$ cat src/rtl/core/brld_pkg.sv
// Shared types and constants for the bilevel run-length decoder.
// No dependencies; every other file of the block imports this package.
`default_nettype none

package brld_pkg;

    localparam int CODE_W  = 8;
    localparam int COLOR_W = 16;
    localparam int LEN_W   = 15;
    localparam int FRAME_W = 17;
    localparam int PIX_W   = 18;
    localparam int HIGH_W  = 7;
    localparam int SUM_W   = PIX_W + 1;

    // bit 7 of a code byte marks the first byte of a long run
    localparam int LONG_BIT = 7;

    localparam int APB_ADDR_W = 4;
    localparam int APB_DATA_W = 32;

    localparam logic [COLOR_W-1:0] BACK_COLOR_RST   = 16'h0000;
    localparam logic [COLOR_W-1:0] FORE_COLOR_RST   = 16'hFFFF;
    localparam logic [FRAME_W-1:0] FRAME_PIXELS_RST = FRAME_W'(320 * 240);

    typedef enum logic [1:0] {
        REG_BACK_COLOR   = 2'd0,
        REG_FORE_COLOR   = 2'd1,
        REG_FRAME_PIXELS = 2'd2
    } reg_idx_t;

    typedef struct packed {
        logic [COLOR_W-1:0] back_color;
        logic [COLOR_W-1:0] fore_color;
        logic [FRAME_W-1:0] frame_pixels;
    } cfg_t;

endpackage

`default_nettype wire

$ cat src/rtl/core/brld_code_if.sv
// Request channel carrying one byte of the run-length stream.
// Depends on brld_pkg for the byte width.
`default_nettype none

interface brld_code_if;
    import brld_pkg::*;

    logic              valid;
    logic              ready;
    logic [CODE_W-1:0] code_byte;

    modport source (output valid, output code_byte, input ready);
    modport sink   (input valid, input code_byte, output ready);
endinterface

`default_nettype wire

$ cat src/rtl/core/brld_run_if.sv
// Request channel carrying one decoded run descriptor.
// Depends on brld_pkg for the field widths.
`default_nettype none

interface brld_run_if;
    import brld_pkg::*;

    logic               valid;
    logic               ready;
    logic [COLOR_W-1:0] run_color;
    logic [LEN_W-1:0]   run_length;
    logic               frame_end;

    modport source (output valid, output run_color, output run_length, output frame_end,
                    input ready);
    modport sink   (input valid, input run_color, input run_length, input frame_end,
                    output ready);
endinterface

`default_nettype wire

$ cat src/rtl/core/bilevel_run_length_decoder.sv
// Top level of the bilevel run-length decoder: APB registers plus decode datapath.
// Depends on brld_pkg, brld_code_if, brld_run_if, brld_regs and brld_core.
//
//  channel | role           | carries
//  --------+----------------+--------------------------------------------
//  code    | request in     | code_byte
//  run     | request out    | run_color, run_length, frame_end
//  apb     | register slave | back_color, fore_color, frame_pixels
//
// One code byte is accepted per cycle unless a stall holds the byte register; each run
// is offered from the result register. The first byte of a long run gives no result.
// Throughput is set by the single decode stage between the byte and result registers.
// rst_n clears pipeline valids and decode state and restores register defaults.
// A stalled result holds; the byte register still takes one more byte behind it.
`default_nettype none

module bilevel_run_length_decoder (
    input  wire logic                             clk,
    input  wire logic                             rst_n,
    input  wire logic                             psel,
    input  wire logic                             penable,
    input  wire logic                             pwrite,
    input  wire logic [brld_pkg::APB_ADDR_W-1:0]  paddr,
    input  wire logic [brld_pkg::APB_DATA_W-1:0]  pwdata,
    output logic      [brld_pkg::APB_DATA_W-1:0]  prdata,
    output logic                                  pready,
    brld_code_if.sink                             code,
    brld_run_if.source                            run
);
    import brld_pkg::*;

    cfg_t cfg;

    brld_regs u_regs (
        .clk     (clk),
        .rst_n   (rst_n),
        .psel    (psel),
        .penable (penable),
        .pwrite  (pwrite),
        .paddr   (paddr),
        .pwdata  (pwdata),
        .prdata  (prdata),
        .pready  (pready),
        .cfg     (cfg)
    );

    brld_core u_core (
        .clk   (clk),
        .rst_n (rst_n),
        .cfg   (cfg),
        .code  (code),
        .run   (run)
    );

endmodule

`default_nettype wire

$ cat src/rtl/core/brld_regs.sv
// APB configuration registers: colors and frame size, with read back.
// Depends on brld_pkg.
`default_nettype none

module brld_regs (
    input  wire logic                             clk,
    input  wire logic                             rst_n,
    input  wire logic                             psel,
    input  wire logic                             penable,
    input  wire logic                             pwrite,
    input  wire logic [brld_pkg::APB_ADDR_W-1:0]  paddr,
    input  wire logic [brld_pkg::APB_DATA_W-1:0]  pwdata,
    output logic      [brld_pkg::APB_DATA_W-1:0]  prdata,
    output logic                                  pready,
    output brld_pkg::cfg_t                        cfg
);
    import brld_pkg::*;

    cfg_t     cfg_reg;
    logic     wr_en;
    reg_idx_t idx;

    assign pready = 1'b1;
    assign wr_en  = psel && penable && pwrite;
    assign idx    = reg_idx_t'(paddr[3:2]);
    assign cfg    = cfg_reg;

    always_ff @(posedge clk or negedge rst_n)
    begin
        if (!rst_n)
        begin
            cfg_reg.back_color   <= BACK_COLOR_RST;
            cfg_reg.fore_color   <= FORE_COLOR_RST;
            cfg_reg.frame_pixels <= FRAME_PIXELS_RST;
        end
        else if (wr_en)
        begin
            unique case (idx)
                REG_BACK_COLOR:   cfg_reg.back_color   <= pwdata[COLOR_W-1:0];
                REG_FORE_COLOR:   cfg_reg.fore_color   <= pwdata[COLOR_W-1:0];
                REG_FRAME_PIXELS: cfg_reg.frame_pixels <= pwdata[FRAME_W-1:0];
                default:          ; // drop writes to unmapped addresses
            endcase
        end
    end

    always_comb
    begin
        unique case (idx)
            REG_BACK_COLOR:   prdata = APB_DATA_W'(cfg_reg.back_color);
            REG_FORE_COLOR:   prdata = APB_DATA_W'(cfg_reg.fore_color);
            REG_FRAME_PIXELS: prdata = APB_DATA_W'(cfg_reg.frame_pixels);
            default:          prdata = '0;
        endcase
    end

endmodule

`default_nettype wire

$ cat src/rtl/core/brld_core.sv
// Decode datapath: input byte register, run assembly and pixel count, result register.
// Depends on brld_pkg, brld_code_if and brld_run_if.
`default_nettype none

module brld_core (
    input  wire logic     clk,
    input  wire logic     rst_n,
    input  wire brld_pkg::cfg_t cfg,
    brld_code_if.sink     code,
    brld_run_if.source    run
);
    import brld_pkg::*;

    logic              byte_vld_reg, byte_vld_next;
    logic [CODE_W-1:0] byte_reg;

    logic              await_low_reg, await_low_next;
    logic [HIGH_W-1:0] high_reg, high_next;
    logic              use_fore_reg, use_fore_next;
    logic [PIX_W-1:0]  pix_reg, pix_next;

    logic               out_vld_reg, out_vld_next;
    logic [COLOR_W-1:0] color_reg;
    logic [LEN_W-1:0]   length_reg;
    logic               fend_reg;

    logic               advance;
    logic               fire;
    logic               long_start;
    logic [LEN_W-1:0]   len;
    logic [SUM_W-1:0]   total;
    logic               fend;
    logic [COLOR_W-1:0] color;

    // result slot is free or being emptied this cycle
    assign advance    = !out_vld_reg || run.ready;
    assign fire       = byte_vld_reg && advance;
    assign code.ready = !byte_vld_reg || advance;

    assign long_start = !await_low_reg && byte_reg[LONG_BIT];
    assign len        = await_low_reg ? {high_reg, byte_reg} : LEN_W'(byte_reg);
    assign total      = SUM_W'(pix_reg) + SUM_W'(len);
    assign fend       = total >= SUM_W'(cfg.frame_pixels);
    assign color      = use_fore_reg ? cfg.fore_color : cfg.back_color;

    always_comb
    begin
        byte_vld_next  = byte_vld_reg;
        await_low_next = await_low_reg;
        high_next      = high_reg;
        use_fore_next  = use_fore_reg;
        pix_next       = pix_reg;
        out_vld_next   = out_vld_reg;

        if (code.valid && code.ready)
            byte_vld_next = 1'b1;
        else if (advance)
            byte_vld_next = 1'b0;

        if (advance)
            out_vld_next = fire && !long_start;

        if (fire)
        begin
            if (long_start)
            begin
                // hold the upper bits until the low byte arrives
                await_low_next = 1'b1;
                high_next      = byte_reg[HIGH_W-1:0];
            end
            else
            begin
                await_low_next = 1'b0;
                high_next      = '0;
                if (fend)
                begin
                    pix_next      = '0;
                    use_fore_next = 1'b0;
                end
                else
                begin
                    pix_next      = total[PIX_W-1:0];
                    use_fore_next = !use_fore_reg;
                end
            end
        end
    end

    always_ff @(posedge clk or negedge rst_n)
    begin
        if (!rst_n)
        begin
            byte_vld_reg  <= 1'b0;
            await_low_reg <= 1'b0;
            high_reg      <= '0;
            use_fore_reg  <= 1'b0;
            pix_reg       <= '0;
            out_vld_reg   <= 1'b0;
        end
        else
        begin
            byte_vld_reg  <= byte_vld_next;
            await_low_reg <= await_low_next;
            high_reg      <= high_next;
            use_fore_reg  <= use_fore_next;
            pix_reg       <= pix_next;
            out_vld_reg   <= out_vld_next;
        end
    end

    always_ff @(posedge clk)
    begin
        if (code.valid && code.ready)
            byte_reg <= code.code_byte;
        if (fire && !long_start)
        begin
            color_reg  <= color;
            length_reg <= len;
            fend_reg   <= fend;
        end
    end

    assign run.valid      = out_vld_reg;
    assign run.run_color  = color_reg;
    assign run.run_length = length_reg;
    assign run.frame_end  = fend_reg;

endmodule

`default_nettype wire

$ cat src/flat_wrapper.sv
// flat-port wrapper written by rule: the top's interface ports become plain ports
module bilevel_run_length_decoder_flat import brld_pkg::*;
  (clk, rst_n, psel, penable, pwrite, paddr, pwdata, prdata, pready, code_valid, code_code_byte, code_ready, run_valid, run_run_color, run_run_length, run_frame_end, run_ready);
  brld_code_if code_i ();
  brld_run_if run_i ();
  input  wire logic clk;
  input  wire logic rst_n;
  input  wire logic psel;
  input  wire logic penable;
  input  wire logic pwrite;
  input  wire logic [brld_pkg::APB_ADDR_W-1:0] paddr;
  input  wire logic [brld_pkg::APB_DATA_W-1:0] pwdata;
  output logic      [brld_pkg::APB_DATA_W-1:0] prdata;
  output logic pready;
  input wire logic [$bits(code_i.valid)-1:0] code_valid;
  input wire logic [$bits(code_i.code_byte)-1:0] code_code_byte;
  output wire logic [$bits(code_i.ready)-1:0] code_ready;
  output wire logic [$bits(run_i.valid)-1:0] run_valid;
  output wire logic [$bits(run_i.run_color)-1:0] run_run_color;
  output wire logic [$bits(run_i.run_length)-1:0] run_run_length;
  output wire logic [$bits(run_i.frame_end)-1:0] run_frame_end;
  input wire logic [$bits(run_i.ready)-1:0] run_ready;
  assign code_i.valid = code_valid;
  assign code_i.code_byte = code_code_byte;
  assign code_ready = code_i.ready;
  assign run_valid = run_i.valid;
  assign run_run_color = run_i.run_color;
  assign run_run_length = run_i.run_length;
  assign run_frame_end = run_i.frame_end;
  assign run_i.ready = run_ready;
  bilevel_run_length_decoder u_core (.clk(clk), .rst_n(rst_n), .psel(psel), .penable(penable), .pwrite(pwrite), .paddr(paddr), .pwdata(pwdata), .prdata(prdata), .pready(pready), .code(code_i), .run(run_i));
endmodule
$ cat config.mk
export PLATFORM = sky130hd
export DESIGN_NAME = bilevel_run_length_decoder_flat
export DESIGN_NICKNAME = d
export VERILOG_FILES = /design/src/rtl/core/brld_pkg.sv /design/src/rtl/core/brld_code_if.sv /design/src/rtl/core/brld_run_if.sv /design/src/rtl/core/bilevel_run_length_decoder.sv /design/src/rtl/core/brld_regs.sv /design/src/rtl/core/brld_core.sv /design/src/flat_wrapper.sv
export SDC_FILE = /design/constraint.sdc
export NUM_CORES = 1
export LEC_CHECK = 0
export CAP_MARGIN = 40
export CELL_PAD_IN_SITES_DETAIL_PLACEMENT = 2
export CELL_PAD_IN_SITES_GLOBAL_PLACEMENT = 2
export CORE_UTILIZATION = 44
export DETAILED_ROUTE_END_ITERATION = 10
export DONT_BUFFER_PORTS = 1
export GPL_ROUTABILITY_DRIVEN = 0
export PLACE_DENSITY_LB_ADDON = 0.1
export SYNTH_ARGS = -nofsm -noshare
export SYNTH_HDL_FRONTEND = slang
export SYNTH_SLANG_ARGS = --single-unit
$ cat constraint.sdc
create_clock -name clk -period 6.47 [get_ports clk]
set_clock_uncertainty 0.1 [all_clocks]
set_input_delay 1.294 -clock clk [delete_from_list [all_inputs] [get_ports clk]]
set_output_delay 1.294 -clock clk [all_outputs]
set_load 0.01 [all_outputs]
=== After elaboration in Yosys (flattened, before gate mapping) ===
Index checks and enable logic that the tools add are counted.

* Register bits: 118
* Word-level logic and storage cells: 46
* Output and inout bits: 67
* Input bits: 51

* Muxes and demuxes: 9
* $lt $le $gt $ge: 1
* Reductions and logical operators: 19
* Bitwise operators: 1
* Eq/ne operators: 2
* Add/sub/neg operators: 1

{| class="wikitable"
|+ Operator list
! operator !! number
|-
| $pmux W17 S3 || 1
|-
| $add A18 B15 Y19 || 1
|-
| $ge A19 B17 Y1 || 1
|-
| $mux W18 || 1
|-
| $mux W16 || 1
|-
| $mux W15 || 1
|-
| $reduce_and A2 Y1 || 4
|-
| $mux W7 || 1
|-
| $logic_and A1 B1 Y1 || 6
|-
| $logic_not A1 Y1 || 5
|-
| $mux W1 || 4
|-
| $eq A2 B1 Y1 const B || 1
|-
| $eq A2 B2 Y1 const B || 1
|-
| $logic_not A2 Y1 || 1
|-
| $logic_or A1 B1 Y1 || 2
|-
| $reduce_bool A2 Y1 || 1
|-
| $not A1 Y1 || 1
|}

=== Depth between registers and ports, before layout ===
* Depth after elaboration: 5
* Mapped depth: 16
* Mapped depth without buffers: 15

=== By module ===
A second synthesis with hierarchy kept.

* Cell total of the unflattened synthesis: 532
* Area total of the unflattened synthesis: 6283.5 µm²

{| class="wikitable"
|+ By module, submodules not included
! module !! sequential area each (µm²) !! cells each !! area an instance (µm²) !! times used
|-
| brld_core || 1926.8 || 352 || 3873.7 || 1
|-
| brld_regs || 1251.2 || 180 || 2409.8 || 1
|}

=== Worst setup path after synthesis ===
No wires, ideal clock.

* Kind: input port to output port
* Start point: input port paddr[2] (netlist bit)
* End point: output port prdata[10] (netlist bit)
* Path buffers: 2
* Setup slack: 2.677 ns
* Data arrival time: 2.399 ns
* Data required time: 5.076 ns
* Stages on the path: 4
* Path through: buf_2 -> buf_1 -> mux2i_1 -> o21ai_0

* Longest elaborated chain between the ends: 2
* Elaborated cells between the ends (all ways): 4
* Classes of those cells: eq/ne (2); mux (1); reduce/logical (1)

{| class="wikitable"
|+ RTL lines
! what !! line !! text
|-
| start, declared || flat_wrapper.sv:11 || <nowiki>input wire logic [brld_pkg::APB_ADDR_W-1:0] paddr;</nowiki>
|-
| $eq A2 B2 Y1 (tied with other cells) || brld_regs.sv:49 || <nowiki>unique case (idx)</nowiki>
|-
| $pmux W17 S3 (*) || brld_regs.sv:49 ||
|-
| end, declared || flat_wrapper.sv:13 || <nowiki>output logic [brld_pkg::APB_DATA_W-1:0] prdata;</nowiki>
|}

Every way passes the cells marked *; elsewhere a longest branch is shown, timed or not.

=== Worst setup path in the final report ===
* Start point: register u_core.u_core.byte_reg[0]
* End point: register u_core.u_core.fend_reg, in the netlist u_core.u_core.run.frame_end, data pin

* Longest elaborated chain between the ends: 3

{| class="wikitable"
|+ RTL lines
! what !! line !! text
|-
| start, declared || brld_core.sv:15 || <nowiki>logic [CODE_W-1:0] byte_reg;</nowiki>
|-
| start signal, assigned || brld_core.sv:114 || <nowiki>byte_reg <= code.code_byte;</nowiki>
|-
| $mux W15 || brld_core.sv:41 || <nowiki>assign len = await_low_reg ? {high_reg, byte_reg} : LEN_W'(byte_reg);</nowiki>
|-
| $add A18 B15 Y19 || brld_core.sv:42 || <nowiki>assign total = SUM_W'(pix_reg) + SUM_W'(len);</nowiki>
|-
| $ge A19 B17 Y1 || brld_core.sv:43 || <nowiki>assign fend = total >= SUM_W'(cfg.frame_pixels);</nowiki>
|-
| named net u_core.u_core.fend || brld_core.sv:32 || <nowiki>logic fend;</nowiki>
|-
| end signal, assigned || brld_core.sv:119 || <nowiki>fend_reg <= fend;</nowiki>
|-
| end, declared || brld_core.sv:25 || <nowiki>logic fend_reg;</nowiki>
|}

The timed path passes the listed nets, and every way through them passes these cells.
A chain may end at the register's enable or synchronous reset.

==> impl_metrics.tcl <==
set metrics [dict create \
    status "finished clean" \
    synth.mux.area_fraction_pct 11.49 \
    route.vias.total 4352 \
    final_cell_mix "81 x nand2_1, 58 x dfrtp_1, 50 x mux2_2, 48 x o21ai_0, 40 x edfxtp_1" \
    yosys_warnings 0 \
    post_drt_wl_per_cell_um 23.87 \
    cts_tree "yes" \
    fmax_mhz 228.5 \
    hold_viol 0 \
    synth.distinct_cells 64 \
    seq_area_frac_synth_pct 49.81 \
    min_path_type "register to register" \
    synth_edf_count 40 \
    cp-end-kind "register" \
    synthAdderAreaFrac_pct 6.590 \
    p_per_area_nw_per_um2 453.3 \
    setup_viol 0 \
    ant_nets 0 \
    dp_hpwl_um 12060 \
    reg2reg_from "u_core.u_core.byte_reg[0]$_DFFE_PP_" \
    worstPathArrival_ns 4.45 \
    syn_to_final_growth_pct 11.49 \
    dieArea_um2 14990 \
    clk_path_buf_depth 2 \
    crit_path_start "u_core.u_core.byte_reg[0]$_DFFE_PP_" \
    crit_end "u_core.u_core.run.frame_end$_DFFE_PP_" \
    grt_pass1_vias 4987 \
    largest_reg_flops 49 \
    drv_slew 0 \
    cts_buffers 17 \
    period_minus_slack_ns 4.376 \
    ys_ff_latch 118 \
    drcViolationCount 0 \
    clk_pin_slew_ns 0.06 \
    syn-instance-count 574 \
    slew_headroom_pct 55.12 \
    start_util_pct 45.61 \
    met3_usage_pct 4.926 \
    whs_ns 0.3975 \
    r2r_end "u_core.u_core.run.frame_end$_DFFE_PP_" \
    post_cts_buffers 0 \
    die_y_um 122.4 \
    synth_top_family_by_area "compound AO/OA/AOI/OAI gates" \
    overflow 0 \
    final_core_util_pct 50.85 \
    ys.flop_type "dfrtp_1" \
    synthSimpleGateAreaFrac_pct 11.18 \
    rsz0062_at_grt "no" \
    die_w_um 122.4 \
    gr-max-usage-layer "met2" \
    maxCapViolCount 0 \
    antenna_found_initial 0 \
    min_period_over_period_pct 67.64 \
    crit_type "register to register" \
    clk-insertion-delay-late_ns 0.43 \
    worstPathRequired_ns 6.54 \
    ctsResizeCount 0 \
    ir_drop_v 0.0002134 \
    worst_pin_slew_ns 0.6719 \
    final_common_cell "nand2_1" \
    grt_first_pass_wirelength_um 28700 \
    syn-cell-area_um2 6380 \
    cts-hold-fix-buffers 0 \
    p_leak_nw 3.068 \
    via_per_inst 5.681 \
    synth_compound_area_share_pct 14.20 \
    fin_nets 657 \
    grt_max_degree 79 \
    port_buffers 0 \
    drt_pass1_iterations 4 \
    ff2ff_path_depth 16 \
    io_pins 118 \
    cts_sinks 118 \
    drt_wl_total_um 18290 \
    crit_path_max_fanout 19 \
    met2_usage_pct 46.28 \
    drt_iter0_drc 193 \
    rows 43 \
    clock-root-buffer "clkbuf_16" \
    worst_setup_path_start_kind "register" \
    core_um2 13990 \
    synthArstFlopShare_pct 66.10 \
    diodes 0 \
    grt_use_total_pct 26.32 \
    power_mw 3.225 \
    reg2reg_slack_ns 2.09 \
    syn_area_per_cell_um2 11.11 \
    htree_levels 4 \
    synthXorXnorAreaFrac_pct 0.8237 \
    drive_above_1_share_pct 23.04 \
    met1_usage_pct 31.10 \
    tns_ns 0 \
]
layout make-up:
type,count,area (µm²)
Clock inverter,14,158.9
Multi-Input combinational cell,397,2902
Timing Repair Buffer,8,103.9
Inverter,31,116.4
Clock buffer,18,429.2
Sequential cell,118,3178
Fill cell,1393,6875
Tap cell,180,225.2
cell families after synthesis:
kind of cell	after synthesis
AND/OR/NAND/NOR	151
AO/OA/AOI/OAI	124
flip-flops	118
buffers and inverters	73
multiplexers	67
adder cells (fa/ha/maj)	33
XOR/XNOR	6
other	2
stage by stage:
step,setup slack (ns),cell area (µm²),cells
2_1_floorplan,2.677,6432,588
3_3_place_gp,2.117,6451,730
3_5_place_dp,2.017,6525,734
4_1_cts,2.007,7113,766
5_1_grt,1.815,7113,766
6_report,2.094,7113,766
worst max-delay path: stages, from the launching register on:
cell and delay, ns:
edfxtp_1 0.37, ha_1 0.21, inv_1 0.06, fa_1 0.41, nand2b_1 0.24, a2111oi_4 0.42, o21ai_0 0.30, mux2i_1 0.24
and2_1 0.21, ha_1 0.27, a21o_1 0.17, a21o_1 0.17, a21oi_1 0.12, or2_2 0.13, o311ai_2 0.09, buf_4 0.26
or2_2 0.33
worst min path at each step:
stage	from	endpoint	slack (ns)	depth (start not counted)
after global placement	u_core.u_core.pix_reg[0]$_DFFE_PN0P_	u_core.u_core.pix_reg[0]$_DFFE_PN0P_	0.36	2
after CTS	u_core.u_core.pix_reg[14]$_DFFE_PN0P_	u_core.u_core.pix_reg[14]$_DFFE_PN0P_	0.40	2
after detailed placement	u_core.u_core.high_reg[6]$_DFFE_PN0P_	u_core.u_core.high_reg[6]$_DFFE_PN0P_	0.38	2
after floorplan	u_core.u_core.high_reg[1]$_DFFE_PN0P_	u_core.u_core.high_reg[1]$_DFFE_PN0P_	0.34	2
final	u_core.u_core.pix_reg[12]$_DFFE_PN0P_	u_core.u_core.pix_reg[12]$_DFFE_PN0P_	0.40	2
after global routing	u_core.u_core.pix_reg[14]$_DFFE_PN0P_	u_core.u_core.pix_reg[14]$_DFFE_PN0P_	0.42	2
power breakdown:
part / leakage [nW] / internal [mW] / switching [mW]
combinational: 1.46 / 0.455 / 0.643
sequential: 1.32 / 1.01 / 0.157
clock: 0.285 / 0.601 / 0.358
cell usage after synthesis, types with 3 or more instances:
cell / number / area, µm²
nand2_1: 81 / 304.0
dfrtp_1: 58 / 1451
mux2_2: 50 / 563.0
o21ai_0: 48 / 240.2
edfxtp_1: 40 / 1201
ha_1: 32 / 400.4
inv_1: 30 / 112.6
dfstp_2: 20 / 525.5
buf_4: 19 / 142.6
mux2i_1: 17 / 170.2
a21oi_1: 14 / 70.07
and2_1: 13 / 81.33
clkbuf_1: 13 / 48.80
nor2_1: 12 / 45.04
a21o_1: 11 / 82.58
nand3_1: 11 / 55.05
o31ai_2: 10 / 125.1
buf_2: 6 / 30.03
o31ai_1: 6 / 45.04
nand2b_1: 5 / 31.28
nor3_1: 5 / 25.02
xnor2_1: 5 / 43.79
nand4_1: 4 / 25.02
or2_2: 4 / 25.02
a211oi_1: 3 / 22.52
and4_1: 3 / 26.28
buf_1: 3 / 11.26
nor2b_1: 3 / 18.77
or3_1: 3 / 18.77
per-layer routing:
layer,vias to the layer above,routed length (µm)
li1,2017,-
met1,2224,7920
met2,89,9319
met3,22,691
met4,0,356
met5,-,0
Power figures use the tool's default switching activity.
